==> src/rtl/rrjs_pkg.sv <==
package rrjs_pkg;

   localparam int MAX_JOBS = 64;
   localparam int ADDR_W   = $clog2(MAX_JOBS);
   localparam int CNT_W    = $clog2(MAX_JOBS + 1);

   localparam logic [1:0] MODE_RR   = 2'd0;
   localparam logic [1:0] MODE_PRIO = 2'd1;
   localparam logic [1:0] MODE_SRF  = 2'd2;

   localparam logic OP_LOAD = 1'b0;
   localparam logic OP_RUN  = 1'b1;

   localparam logic [0:0] CSR_FULL_SLICE = 1'b0;
   localparam logic [0:0] CSR_SCHED_MODE = 1'b1;

   localparam logic [7:0] FULL_SLICE_RST = 8'd5;
   localparam logic [1:0] PRIO_LOW       = 2'd2;

   typedef struct packed {
      logic       op;
      logic [1:0] job_class;
      logic [1:0] job_priority;
      logic [15:0] job_length;
      logic [6:0] io_odds;
      logic [6:0] io_draw;
      logic [7:0] short_slice;
   } req_type;

   typedef struct packed {
      logic        served;
      logic        finished;
      logic [1:0]  done_class;
      logic [1:0]  done_priority;
      logic [31:0] elapsed_time;
      logic [15:0] remaining_length;
      logic        load_rejected;
      logic        all_empty;
   } rsp_type;

   typedef struct packed {
      logic [1:0]  cls;
      logic [1:0]  pri;
      logic [6:0]  odds;
      logic [15:0] len;
   } job_type;

   typedef struct packed {
      logic              fin;
      logic [15:0]       new_len;
      logic [31:0]       clock_next;
   } slice_res_type;

   typedef struct packed {
      logic [CNT_W-1:0] count;
      logic [CNT_W-1:0] pass_left;
   } stat_type;

   typedef enum logic [3:0] {
      ST_IDLE,
      ST_DECIDE,
      ST_SORT_RDV,
      ST_SORT_GETV,
      ST_SORT_RDM,
      ST_SORT_CMP,
      ST_SCAN_RD,
      ST_SCAN_CHK,
      ST_SERVE,
      ST_SHIFT_RD,
      ST_SHIFT_WR,
      ST_WRBACK,
      ST_RESP
   } state_type;

   // circular store position head + off
   function automatic logic [ADDR_W-1:0] slot(input logic [ADDR_W-1:0] head,
                                             input logic [CNT_W-1:0] off);
      logic [CNT_W:0] sum;
      sum = {{(CNT_W + 1 - ADDR_W){1'b0}}, head} + {1'b0, off};
      if (sum >= (CNT_W + 1)'(MAX_JOBS)) begin
         sum = sum - (CNT_W + 1)'(MAX_JOBS);
      end
      return sum[ADDR_W-1:0];
   endfunction

endpackage

==> src/rtl/rrjs_intf.sv <==
interface rrjs_req_if;
   logic              valid;
   logic              ready;
   rrjs_pkg::req_type data;
   modport source (output valid, output data, input ready);
   modport sink   (input valid, input data, output ready);
endinterface

interface rrjs_rsp_if;
   logic              valid;
   logic              ready;
   rrjs_pkg::rsp_type data;
   modport source (output valid, output data, input ready);
   modport sink   (input valid, input data, output ready);
endinterface

==> src/rtl/rrjs_slice.sv <==
module rrjs_slice (
   input  logic [15:0]                 len,
   input  logic [6:0]                  odds,
   input  logic [6:0]                  draw,
   input  logic [7:0]                  short_slice,
   input  logic [7:0]                  full_slice,
   input  logic [31:0]                 clock_total,
   output rrjs_pkg::slice_res_type     res
);
   logic [7:0]  full_eff;
   logic [7:0]  ss_c;
   logic [7:0]  quantum;
   logic [15:0] used;
   logic [32:0] sum;

   always_comb begin
      full_eff = (full_slice == 8'd0) ? 8'd1 : full_slice;
      ss_c = (short_slice == 8'd0) ? 8'd1 : short_slice;
      if (ss_c > full_eff) begin
         ss_c = full_eff;
      end
      quantum = (draw > odds) ? ss_c : full_eff;
      res.fin = len <= {8'd0, quantum};
      used = res.fin ? len : {8'd0, quantum};
      res.new_len = len - used;
      sum = {1'b0, clock_total} + {17'd0, used};
      res.clock_next = sum[32] ? 32'hFFFF_FFFF : sum[31:0];
   end
endmodule

==> src/rtl/rrjs_ctrl.sv <==
module rrjs_ctrl (
   input  logic                 clock,
   input  logic                 reset,
   input  logic                 req_valid,
   output logic                 req_ready,
   input  rrjs_pkg::req_type    req_data,
   output logic                 rsp_valid,
   input  logic                 rsp_ready,
   output rrjs_pkg::rsp_type    rsp_data,
   input  logic [7:0]           full_slice,
   input  logic [1:0]           sched_mode,
   output rrjs_pkg::stat_type   stat
);
   localparam int CW = rrjs_pkg::CNT_W;
   localparam int AW = rrjs_pkg::ADDR_W;

   rrjs_pkg::state_type state_ff, state_in;

   rrjs_pkg::job_type mem [rrjs_pkg::MAX_JOBS];
   rrjs_pkg::job_type rdata_ff;
   logic              mem_we;
   logic [AW-1:0]     waddr, raddr;
   rrjs_pkg::job_type wdata;

   rrjs_pkg::req_type item_ff;
   rrjs_pkg::job_type job_ff, v_ff, new_job;
   rrjs_pkg::rsp_type res_ff;
   rrjs_pkg::rsp_type res_init;
   logic [AW-1:0]     head_ff;
   logic [CW-1:0]     count_ff, pass_ff, n_ff, idx_ff, p_ff;
   logic [CW-1:0]     pcnt_ff [3];
   logic [31:0]       clock_ff;
   logic [1:0]        target;
   logic [1:0]        pri_c;
   logic              scan_more, ins_done, shift_more, cmp_ge;
   logic              pass_start, sort_start;

   rrjs_pkg::slice_res_type sres;

   rrjs_slice u_slice (
      .len         (job_ff.len),
      .odds        (job_ff.odds),
      .draw        (item_ff.io_draw),
      .short_slice (item_ff.short_slice),
      .full_slice  (full_slice),
      .clock_total (clock_ff),
      .res         (sres)
   );

   always_ff @(posedge clock) begin
      if (mem_we) begin
         mem[waddr] <= wdata;
      end
      rdata_ff <= mem[raddr];
   end

   always_comb begin
      pri_c = (item_ff.job_priority > rrjs_pkg::PRIO_LOW) ? rrjs_pkg::PRIO_LOW
                                                          : item_ff.job_priority;
      new_job = '{cls: item_ff.job_class, pri: pri_c, odds: item_ff.io_odds,
                  len: item_ff.job_length};
      if (pcnt_ff[0] != '0) target = 2'd0;
      else if (pcnt_ff[1] != '0) target = 2'd1;
      else target = rrjs_pkg::PRIO_LOW;
      scan_more = (sched_mode == rrjs_pkg::MODE_PRIO) && (idx_ff + 1'b1 < n_ff)
                  && (rdata_ff.pri != target);
      ins_done = (idx_ff + 1'b1 == n_ff);
      shift_more = (idx_ff + 1'b1 < n_ff);
      cmp_ge = rdata_ff.len >= v_ff.len;
      pass_start = (item_ff.op == rrjs_pkg::OP_RUN) && (count_ff != '0)
                   && (pass_ff == '0);
      // the sort walk starts at the second job; a plain serve scans from the front
      sort_start = pass_start && (sched_mode == rrjs_pkg::MODE_SRF)
                   && (count_ff > CW'(1));
      res_init = '0;
      res_init.load_rejected = (item_ff.op == rrjs_pkg::OP_LOAD)
                               && (count_ff >= CW'(rrjs_pkg::MAX_JOBS));
   end

   // next state
   always_comb begin
      state_in = state_ff;
      unique case (state_ff)
         rrjs_pkg::ST_IDLE:
            if (req_valid) state_in = rrjs_pkg::ST_DECIDE;
         rrjs_pkg::ST_DECIDE: begin
            if (item_ff.op == rrjs_pkg::OP_LOAD || count_ff == '0) begin
               state_in = rrjs_pkg::ST_RESP;
            end else if (pass_ff == '0 && sched_mode == rrjs_pkg::MODE_SRF
                         && count_ff > CW'(1)) begin
               state_in = rrjs_pkg::ST_SORT_RDV;
            end else begin
               state_in = rrjs_pkg::ST_SCAN_RD;
            end
         end
         rrjs_pkg::ST_SORT_RDV:  state_in = rrjs_pkg::ST_SORT_GETV;
         rrjs_pkg::ST_SORT_GETV: state_in = rrjs_pkg::ST_SORT_RDM;
         rrjs_pkg::ST_SORT_RDM: begin
            if (p_ff != '0) state_in = rrjs_pkg::ST_SORT_CMP;
            else state_in = ins_done ? rrjs_pkg::ST_SCAN_RD : rrjs_pkg::ST_SORT_RDV;
         end
         rrjs_pkg::ST_SORT_CMP: begin
            if (cmp_ge) state_in = rrjs_pkg::ST_SORT_RDM;
            else state_in = ins_done ? rrjs_pkg::ST_SCAN_RD : rrjs_pkg::ST_SORT_RDV;
         end
         rrjs_pkg::ST_SCAN_RD:  state_in = rrjs_pkg::ST_SCAN_CHK;
         rrjs_pkg::ST_SCAN_CHK:
            state_in = scan_more ? rrjs_pkg::ST_SCAN_RD : rrjs_pkg::ST_SERVE;
         rrjs_pkg::ST_SERVE:
            state_in = (idx_ff != '0) ? rrjs_pkg::ST_SHIFT_RD : rrjs_pkg::ST_WRBACK;
         rrjs_pkg::ST_SHIFT_RD:
            state_in = shift_more ? rrjs_pkg::ST_SHIFT_WR : rrjs_pkg::ST_WRBACK;
         rrjs_pkg::ST_SHIFT_WR: state_in = rrjs_pkg::ST_SHIFT_RD;
         rrjs_pkg::ST_WRBACK:   state_in = rrjs_pkg::ST_RESP;
         rrjs_pkg::ST_RESP:
            if (rsp_ready) state_in = rrjs_pkg::ST_IDLE;
         default: state_in = rrjs_pkg::ST_IDLE;
      endcase
   end

   // outputs and store port
   always_comb begin
      req_ready = 1'b0;
      rsp_valid = 1'b0;
      mem_we = 1'b0;
      waddr = rrjs_pkg::slot(head_ff, idx_ff);
      raddr = rrjs_pkg::slot(head_ff, idx_ff);
      wdata = rdata_ff;
      unique case (state_ff)
         rrjs_pkg::ST_IDLE: req_ready = 1'b1;
         rrjs_pkg::ST_DECIDE: begin
            if (item_ff.op == rrjs_pkg::OP_LOAD && count_ff < CW'(rrjs_pkg::MAX_JOBS)) begin
               mem_we = 1'b1;
               waddr = rrjs_pkg::slot(head_ff, count_ff);
               wdata = new_job;
            end
         end
         rrjs_pkg::ST_SORT_RDM: begin
            if (p_ff == '0) begin
               mem_we = 1'b1;
               waddr = rrjs_pkg::slot(head_ff, '0);
               wdata = v_ff;
            end else begin
               raddr = rrjs_pkg::slot(head_ff, p_ff - 1'b1);
            end
         end
         rrjs_pkg::ST_SORT_CMP: begin
            mem_we = 1'b1;
            waddr = rrjs_pkg::slot(head_ff, p_ff);
            wdata = cmp_ge ? rdata_ff : v_ff;
         end
         rrjs_pkg::ST_SHIFT_RD: raddr = rrjs_pkg::slot(head_ff, idx_ff + 1'b1);
         rrjs_pkg::ST_SHIFT_WR: mem_we = 1'b1;
         rrjs_pkg::ST_WRBACK: begin
            mem_we = !res_ff.finished;
            waddr = rrjs_pkg::slot(head_ff, count_ff);
            wdata = '{cls: job_ff.cls, pri: job_ff.pri, odds: job_ff.odds,
                      len: res_ff.remaining_length};
         end
         rrjs_pkg::ST_RESP: rsp_valid = 1'b1;
         default: ;
      endcase
   end

   always_ff @(posedge clock) begin
      if (reset) begin
         state_ff <= rrjs_pkg::ST_IDLE;
         head_ff  <= '0;
         count_ff <= '0;
         pass_ff  <= '0;
         clock_ff <= '0;
         pcnt_ff  <= '{default: '0};
      end else begin
         state_ff <= state_in;
         unique case (state_ff)
            rrjs_pkg::ST_IDLE:
               if (req_valid) item_ff <= req_data;
            rrjs_pkg::ST_DECIDE: begin
               res_ff <= res_init;
               n_ff <= count_ff;
               idx_ff <= sort_start ? CW'(1) : '0;
               if (item_ff.op == rrjs_pkg::OP_LOAD) begin
                  if (count_ff < CW'(rrjs_pkg::MAX_JOBS)) begin
                     count_ff <= count_ff + 1'b1;
                     pcnt_ff[pri_c] <= pcnt_ff[pri_c] + 1'b1;
                  end
               end else if (pass_start) begin
                  pass_ff <= count_ff;
               end
            end
            rrjs_pkg::ST_SORT_GETV: begin
               v_ff <= rdata_ff;
               p_ff <= idx_ff;
            end
            rrjs_pkg::ST_SORT_RDM:
               if (p_ff == '0) idx_ff <= ins_done ? '0 : idx_ff + 1'b1;
            rrjs_pkg::ST_SORT_CMP: begin
               if (cmp_ge) p_ff <= p_ff - 1'b1;
               else idx_ff <= ins_done ? '0 : idx_ff + 1'b1;
            end
            rrjs_pkg::ST_SCAN_CHK: begin
               if (scan_more) idx_ff <= idx_ff + 1'b1;
               else job_ff <= rdata_ff;
            end
            rrjs_pkg::ST_SERVE: begin
               clock_ff <= sres.clock_next;
               if (pass_ff != '0) pass_ff <= pass_ff - 1'b1;
               if (idx_ff == '0) head_ff <= rrjs_pkg::slot(head_ff, CW'(1));
               count_ff <= count_ff - 1'b1;
               if (sres.fin && job_ff.pri != 2'd3 && pcnt_ff[job_ff.pri] != '0) begin
                  pcnt_ff[job_ff.pri] <= pcnt_ff[job_ff.pri] - 1'b1;
               end
               res_ff.served <= 1'b1;
               res_ff.finished <= sres.fin;
               res_ff.done_class <= job_ff.cls;
               res_ff.done_priority <= job_ff.pri;
               res_ff.remaining_length <= sres.new_len;
            end
            rrjs_pkg::ST_SHIFT_WR: idx_ff <= idx_ff + 1'b1;
            rrjs_pkg::ST_WRBACK:
               if (!res_ff.finished) count_ff <= count_ff + 1'b1;
            default: ;
         endcase
      end
   end

   always_comb begin
      rsp_data = res_ff;
      rsp_data.elapsed_time = clock_ff;
      rsp_data.all_empty = (count_ff == '0);
      stat.count = count_ff;
      stat.pass_left = pass_ff;
   end
endmodule

==> src/rtl/round_robin_job_scheduler_top.sv <==
// channel   dir  handshake            word
// req_chan  in   valid/ready          op, job fields, io_draw, short_slice
// rsp_chan  out  valid/ready          served, finished, class, prio, time, len
// csr_*     in   csr_we, no ready     csr_index selects full_slice / sched_mode
//
// Load, or run on an empty store: straight from accept to result. Run: reads each
// scanned job (only the front unless strict priority), then shifts jobs down
// when the served job is not the front; the store has one read and one write port.
// Shortest-first pass start adds an insertion sort over the store, each insertion
// moving every job that is not shorter up one place until the new job's spot is found.
// Reset is synchronous; the store needs no clearing. One word at a time:
// req_ready is low from accept until the result word is taken.
module round_robin_job_scheduler_top (
   input  logic          clock,
   input  logic          reset,
   rrjs_req_if.sink      req_chan,
   rrjs_rsp_if.source    rsp_chan,
   input  logic          csr_we,
   input  logic [0:0]    csr_index,
   input  logic [7:0]    csr_wdata
);
   logic [7:0] full_slice_ff;
   logic [1:0] sched_mode_ff;
   rrjs_pkg::stat_type stat;

   always_ff @(posedge clock) begin
      if (reset) begin
         full_slice_ff <= rrjs_pkg::FULL_SLICE_RST;
         sched_mode_ff <= rrjs_pkg::MODE_RR;
      end else if (csr_we) begin
         unique case (csr_index)
            rrjs_pkg::CSR_FULL_SLICE: full_slice_ff <= csr_wdata;
            rrjs_pkg::CSR_SCHED_MODE: sched_mode_ff <= csr_wdata[1:0];
            default: ;
         endcase
      end
   end

   rrjs_ctrl u_ctrl (
      .clock      (clock),
      .reset      (reset),
      .req_valid  (req_chan.valid),
      .req_ready  (req_chan.ready),
      .req_data   (req_chan.data),
      .rsp_valid  (rsp_chan.valid),
      .rsp_ready  (rsp_chan.ready),
      .rsp_data   (rsp_chan.data),
      .full_slice (full_slice_ff),
      .sched_mode (sched_mode_ff),
      .stat       (stat)
   );

   a_no_overlap: assert property (@(posedge clock) disable iff (reset)
      !(req_chan.ready && rsp_chan.valid))
      else $error("ready while result pending");

   a_busy_after_accept: assert property (@(posedge clock) disable iff (reset)
      (req_chan.valid && req_chan.ready) |=> !req_chan.ready)
      else $error("accepted a second word");

   a_count_bound: assert property (@(posedge clock) disable iff (reset)
      stat.count <= rrjs_pkg::CNT_W'(rrjs_pkg::MAX_JOBS))
      else $error("store overfilled");

   a_pass_bound: assert property (@(posedge clock) disable iff (reset)
      stat.pass_left <= stat.count)
      else $error("pass longer than job count");

   a_empty_flag: assert property (@(posedge clock) disable iff (reset)
      rsp_chan.valid |-> (rsp_chan.data.all_empty == (stat.count == '0)))
      else $error("empty flag mismatch");
endmodule

==> src/flat_wrapper.sv <==
// flat-port wrapper written by rule: the top's interface ports become plain ports
module round_robin_job_scheduler_top_flat 
  (clock, reset, csr_we, csr_index, csr_wdata, req_chan_valid, req_chan_data, req_chan_ready, rsp_chan_valid, rsp_chan_data, rsp_chan_ready);
  rrjs_req_if req_chan_i ();
  rrjs_rsp_if rsp_chan_i ();
  input  logic clock;
  input  logic reset;
  input  logic csr_we;
  input  logic [0:0] csr_index;
  input  logic [7:0] csr_wdata;
  input wire logic [$bits(req_chan_i.valid)-1:0] req_chan_valid;
  input wire logic [$bits(req_chan_i.data)-1:0] req_chan_data;
  output wire logic [$bits(req_chan_i.ready)-1:0] req_chan_ready;
  output wire logic [$bits(rsp_chan_i.valid)-1:0] rsp_chan_valid;
  output wire logic [$bits(rsp_chan_i.data)-1:0] rsp_chan_data;
  input wire logic [$bits(rsp_chan_i.ready)-1:0] rsp_chan_ready;
  assign req_chan_i.valid = req_chan_valid;
  assign req_chan_i.data = req_chan_data;
  assign req_chan_ready = req_chan_i.ready;
  assign rsp_chan_valid = rsp_chan_i.valid;
  assign rsp_chan_data = rsp_chan_i.data;
  assign rsp_chan_i.ready = rsp_chan_ready;
  round_robin_job_scheduler_top u_core (.clock(clock), .reset(reset), .req_chan(req_chan_i), .rsp_chan(rsp_chan_i), .csr_we(csr_we), .csr_index(csr_index), .csr_wdata(csr_wdata));
endmodule
==> config.mk <==
export PLATFORM = sky130hd
export DESIGN_NAME = round_robin_job_scheduler_top_flat
export DESIGN_NICKNAME = d
export VERILOG_FILES = /design/src/rtl/rrjs_pkg.sv /design/src/rtl/rrjs_intf.sv /design/src/rtl/rrjs_slice.sv /design/src/rtl/rrjs_ctrl.sv /design/src/rtl/round_robin_job_scheduler_top.sv /design/src/flat_wrapper.sv
export SDC_FILE = /design/constraint.sdc
export NUM_CORES = 2
export LEC_CHECK = 0
export BUFFER_PORTS_ARGS = -buffer_cell sky130_fd_sc_hd__buf_2
export CORE_UTILIZATION = 40
export CTS_CLUSTER_SIZE = 40
export DETAILED_ROUTE_END_ITERATION = 10
export GPL_ROUTABILITY_DRIVEN = 0
export PLACE_DENSITY = 0.67
export SYNTH_ARGS = -nofsm -noshare
export SYNTH_HDL_FRONTEND = slang
export SYNTH_HIERARCHICAL = 1
export SYNTH_SLANG_ARGS = --single-unit
==> constraint.sdc <==
create_clock -name clock -period 6.2 [get_ports clock]
set_clock_uncertainty 0.15 [all_clocks]
set_input_delay 1.86 -clock clock [delete_from_list [all_inputs] [get_ports clock]]
set_output_delay 1.86 -clock clock [all_outputs]
set_load 0.05 [all_outputs]
==> impl_results.md <==
* Crit path to: u_core/u_ctrl/clock_ff[20]
* Post-Syn Area at between 0.08 and 0.09 sq mm
* Setup CP Type: reg -> reg
* Worst slew pin tran at approximately 1300 ps
* Yosys warning count at 6
* Vias per Instance at 5.89
* Non-Filler Instances at 9082
* Largest net degree at the start of global routing at 125
* PortBufs at 114
* # hold bufs at CTS at 0
* Final core utilization at 46.1%
* Period utilisation layout at between 90 and 100%
* Mean Syn Cell Area at 13.8 sq um
* DRC at 0
* Die height at 456 microns
* # Max-Cap Violations at 0
* Worst Hold Class: reg -> reg
* Grt met1 use at 29.9%
* CTS Buf Count at 194
* Top Family by Delay on Critical Path: compound AO/OA/AOI/OAI gates
* Crit. Startpoint: u_core/full_slice_ff[7]
* CTS Buffer Depth at 3
* Slew HR at 9.80%
* Req. time, crit path at 6740 ps
* Number of global-route vias before repair at 51000
* Grt peak-use layer: met2
* DR pass1 iterations at 7
* Clock transition at path regs at approximately 60 ps
* Sequential share of the synthesized area at 70.8%
* Number of synthesized flops with an enable pin at ~1900
* I/O pins at 115
* Fin crit period at just over 6000 ps
* DP HPWL at ~140000 microns
* CP endpoint kind: register
* Pre-CTS WS at -98.6 ps
* Arr. time, crit path at 6670 ps
* # placed instances at 8709
* Worst skew pair latency at 830 ps
* Ys flop type: edfxtp_1
* Worst R2R End: u_core/u_ctrl/clock_ff[20]
* Final Max Slew Viols at 0
* Max VDD drop at roughly 0.56 mV
* Num rows at 166
* Met2 usage at between 30% and 40%
* Critical path's slowest cell: fa_2
* Post-synth ARST share at 0%
* Synth unique cells at 91
* Layout area overhead at 14.6%
* Fin. Hold Viols at 0
* Chip width at around 460 microns
* Post-synthesis sequential element count at 1983
* R2R Setup Slk at 70 ps
* Sink Count at 1983
* CP peak stage delay at 380 ps
* Fin worst setup slack at between 60 and 70 ps
* Nets@finish at 6401
* CP Launch Type: register
* CTS tree: yes
* Final setup vio count at 0
* Final ANT Viol Nets at 0
* P per Cell Area at 513 mW/mm^2
* RSZ-0062 raised after global routing: true
* Initial Util at 40.3%
* Core box area at 0.205 sq mm
* Tot GR Track Use at between 20% and 30%
* Clock Root Buffer: clkbuf_16
* Worst-path maximum fanout at 5
* Initial antenna violation count at 11
* WL final at roughly 240000 microns
* Met3 Use GR at between 4 and 5%
* Depth of the CTS H-tree at 4
* RR Startpoint: u_core/full_slice_ff[7]
* Starting DRT DRC Count at between 7000 and 8000
* Worst Path Buf+Inv at 5
* Vias at roughly 54000
* Mapped Cells at 5970
* Cells on worst reg2reg path at 31
* Crit path depth at 31
* Fmax at 0.163 GHz
* First-pass GRT wire length at 342000 microns
* Leak at approximately 32 nW
* Status: completed
* Layout cells sized above 1 at 15.3%
* CP most frequent cell: buf_4
* DR WL/cell at 26.1 microns
* Total gr overflow at 0
* Die ar. at 0.208 sq mm
==> logic make-up (layout without fill, tap and decap cells) <==
family,Yosys count,in the layout,share of synthesized area [%]
and+or+nand+nor,2183,2184,11.5
DFF,1983,1983,70.8
AOI/OAI and AO/OA,890,890,7.70
buffers and inverters,443,852,2.43
muxes,281,281,4.91
adders and majority gates,113,113,1.78
xor gates and xnor gates,76,76,0.807
other,1,15,0.00455
==> worst min path at each step <==
stage	start	end	slack [ps]	depth (start not counted)
after floorplan	u_core/u_ctrl/rdata_ff[0]	u_core/u_ctrl/job_ff[0]	280	0
after global placement	u_core/u_ctrl/pass_ff[6]	u_core/u_ctrl/pass_ff[6]	300	2
after detailed placement	u_core/full_slice_ff[5]	u_core/full_slice_ff[5]	310	2
after CTS	u_core/u_ctrl/rdata_ff[0]	u_core/u_ctrl/job_ff[0]	320	0
after global routing	u_core/full_slice_ff[5]	u_core/full_slice_ff[5]	340	2
final	u_core/u_ctrl/rdata_ff[0]	u_core/u_ctrl/v_ff[0]	320	0
==> cell type report <==
type | count | area (sq um)
inverters | 81 | 304
clock buffers | 252 | 5200
fillers | 17500 | 110000
flip-flops and latches | 1983 | 58400
diodes | 7 | 17.5
clock inverters | 100 | 956
multi-input cells | 3552 | 23000
well taps | 2688 | 3360
repair buffers | 419 | 3210
==> layer usage <==
| layer | share of wire, % | vias to the layer above |
|---|---|---|
| li1 | - | 23100 |
| met1 | 39 | 26900 |
| met2 | 47 | 3030 |
| met3 | 10 | 444 |
| met4 | 4.0 | 2 |
| met5 | 0.0034 | - |
==> state kept, by name, summed over array words and instances (netlist names) <==
signal	cells
u_core/u_ctrl/mem	1728
u_core/u_ctrl/item_ff	43
u_core/u_ctrl/clock_ff	32
u_core/u_ctrl/job_ff	27
u_core/u_ctrl/rdata_ff	27
u_core/u_ctrl/v_ff	27
u_core/u_ctrl/rsp_data	23
u_core/u_ctrl/pcnt_ff	21
u_core/full_slice_ff	8
u_core/u_ctrl/count_ff	7
u_core/u_ctrl/idx_ff	7
u_core/u_ctrl/n_ff	7
u_core/u_ctrl/p_ff	7
u_core/u_ctrl/pass_ff	7
u_core/u_ctrl/head_ff	6
u_core/u_ctrl/state_ff	4
u_core/sched_mode_ff	2
==> synth_stat cells (9+ instances only) <==
master | number | share of area [%]
o22ai_1 | 16 | 0.12
a21o_1 | 27 | 0.25
xor2_1 | 31 | 0.33
nor3_1 | 35 | 0.21
dfxtp_1 | 114 | 2.8
a21oi_1 | 218 | 1.3
a221oi_1 | 27 | 0.29
a32o_1 | 23 | 0.28
nor2b_1 | 25 | 0.19
a311oi_1 | 24 | 0.25
ha_1 | 106 | 1.6
o21ai_0 | 60 | 0.36
mux2i_1 | 170 | 2.1
nor2_1 | 241 | 1.1
o2111ai_1 | 12 | 0.13
o32a_1 | 10 | 0.12
a31oi_1 | 116 | 0.88
a32oi_1 | 83 | 0.88
a22oi_1 | 57 | 0.52
mux4_2 | 96 | 2.6
nand2b_1 | 25 | 0.19
o2bb2ai_1 | 24 | 0.25
a211oi_1 | 17 | 0.15
o21a_1 | 12 | 0.11
clkbuf_1 | 192 | 0.87
o21ai_1 | 9 | 0.055
nand4_1 | 29 | 0.22
buf_2 | 103 | 0.63
a221o_1 | 27 | 0.33
inv_1 | 81 | 0.37
a22o_1 | 24 | 0.25
o31ai_1 | 14 | 0.13
buf_4 | 23 | 0.21
nor4_1 | 14 | 0.11
and3_1 | 31 | 0.24
nand3_1 | 448 | 2.7
buf_6 | 17 | 0.23
buf_1 | 27 | 0.12
xnor2_1 | 45 | 0.48
nand2_1 | 1238 | 5.6
o221a_2 | 10 | 0.14
edfxtp_1 | 1869 | 68
o221ai_1 | 25 | 0.27
and2_1 | 32 | 0.24
==> cell usage in the layout, fill, tap and decap left out, types with 35 or more instances in the layout <==
cell type  netlist  final
o21ai_0         60     53
a21oi_1        218    203
clkbuf_1       192     50
clkinv_1         0     35
dfxtp_1        114    114
inv_1           81     79
nand2_1       1238   1235
nor2_4           0     52
a31oi_1        116    116
edfxtp_1      1869   1869
buf_4           23    274
ha_1           106    101
clkbuf_16        0    198
nand3_1        448    448
mux4_2          96     96
a22oi_1         57     57
mux2i_1        170    170
buf_2          103    113
a32oi_1         83     83
nor2_1         241    170
xnor2_1         45     45
==> where the power goes <==
group | internal, W | switching (W)
Clock | 0.00653 | 0.00500
Sequential | 0.0178 | 0.000410
Combinational | 0.00512 | 0.0136
Total | 0.0295 | 0.0190
==> per-stage QoR <==
stage,cell area [sq um],hold WS (ps),total power (W),TNS [ps]
2_1_floorplan,82500,276,0.0287,0
3_3_place_gp,87800,301,0.0363,0
3_5_place_dp,87800,306,0.0366,-1460
4_1_cts,94000,319,0.0481,0
5_1_grt,94500,340,0.0500,-2170
6_report,94500,316,0.0485,0
==> what timing repair did <==
item / in CTS / in global routing
cloned: 0 / 1
gates resized for setup: 5 / 72
setup endpoints to repair: 29 / 37
setup buffers: 0 / 17
pin swaps: 0 / 31
Power figures use the tool's default switching activity.
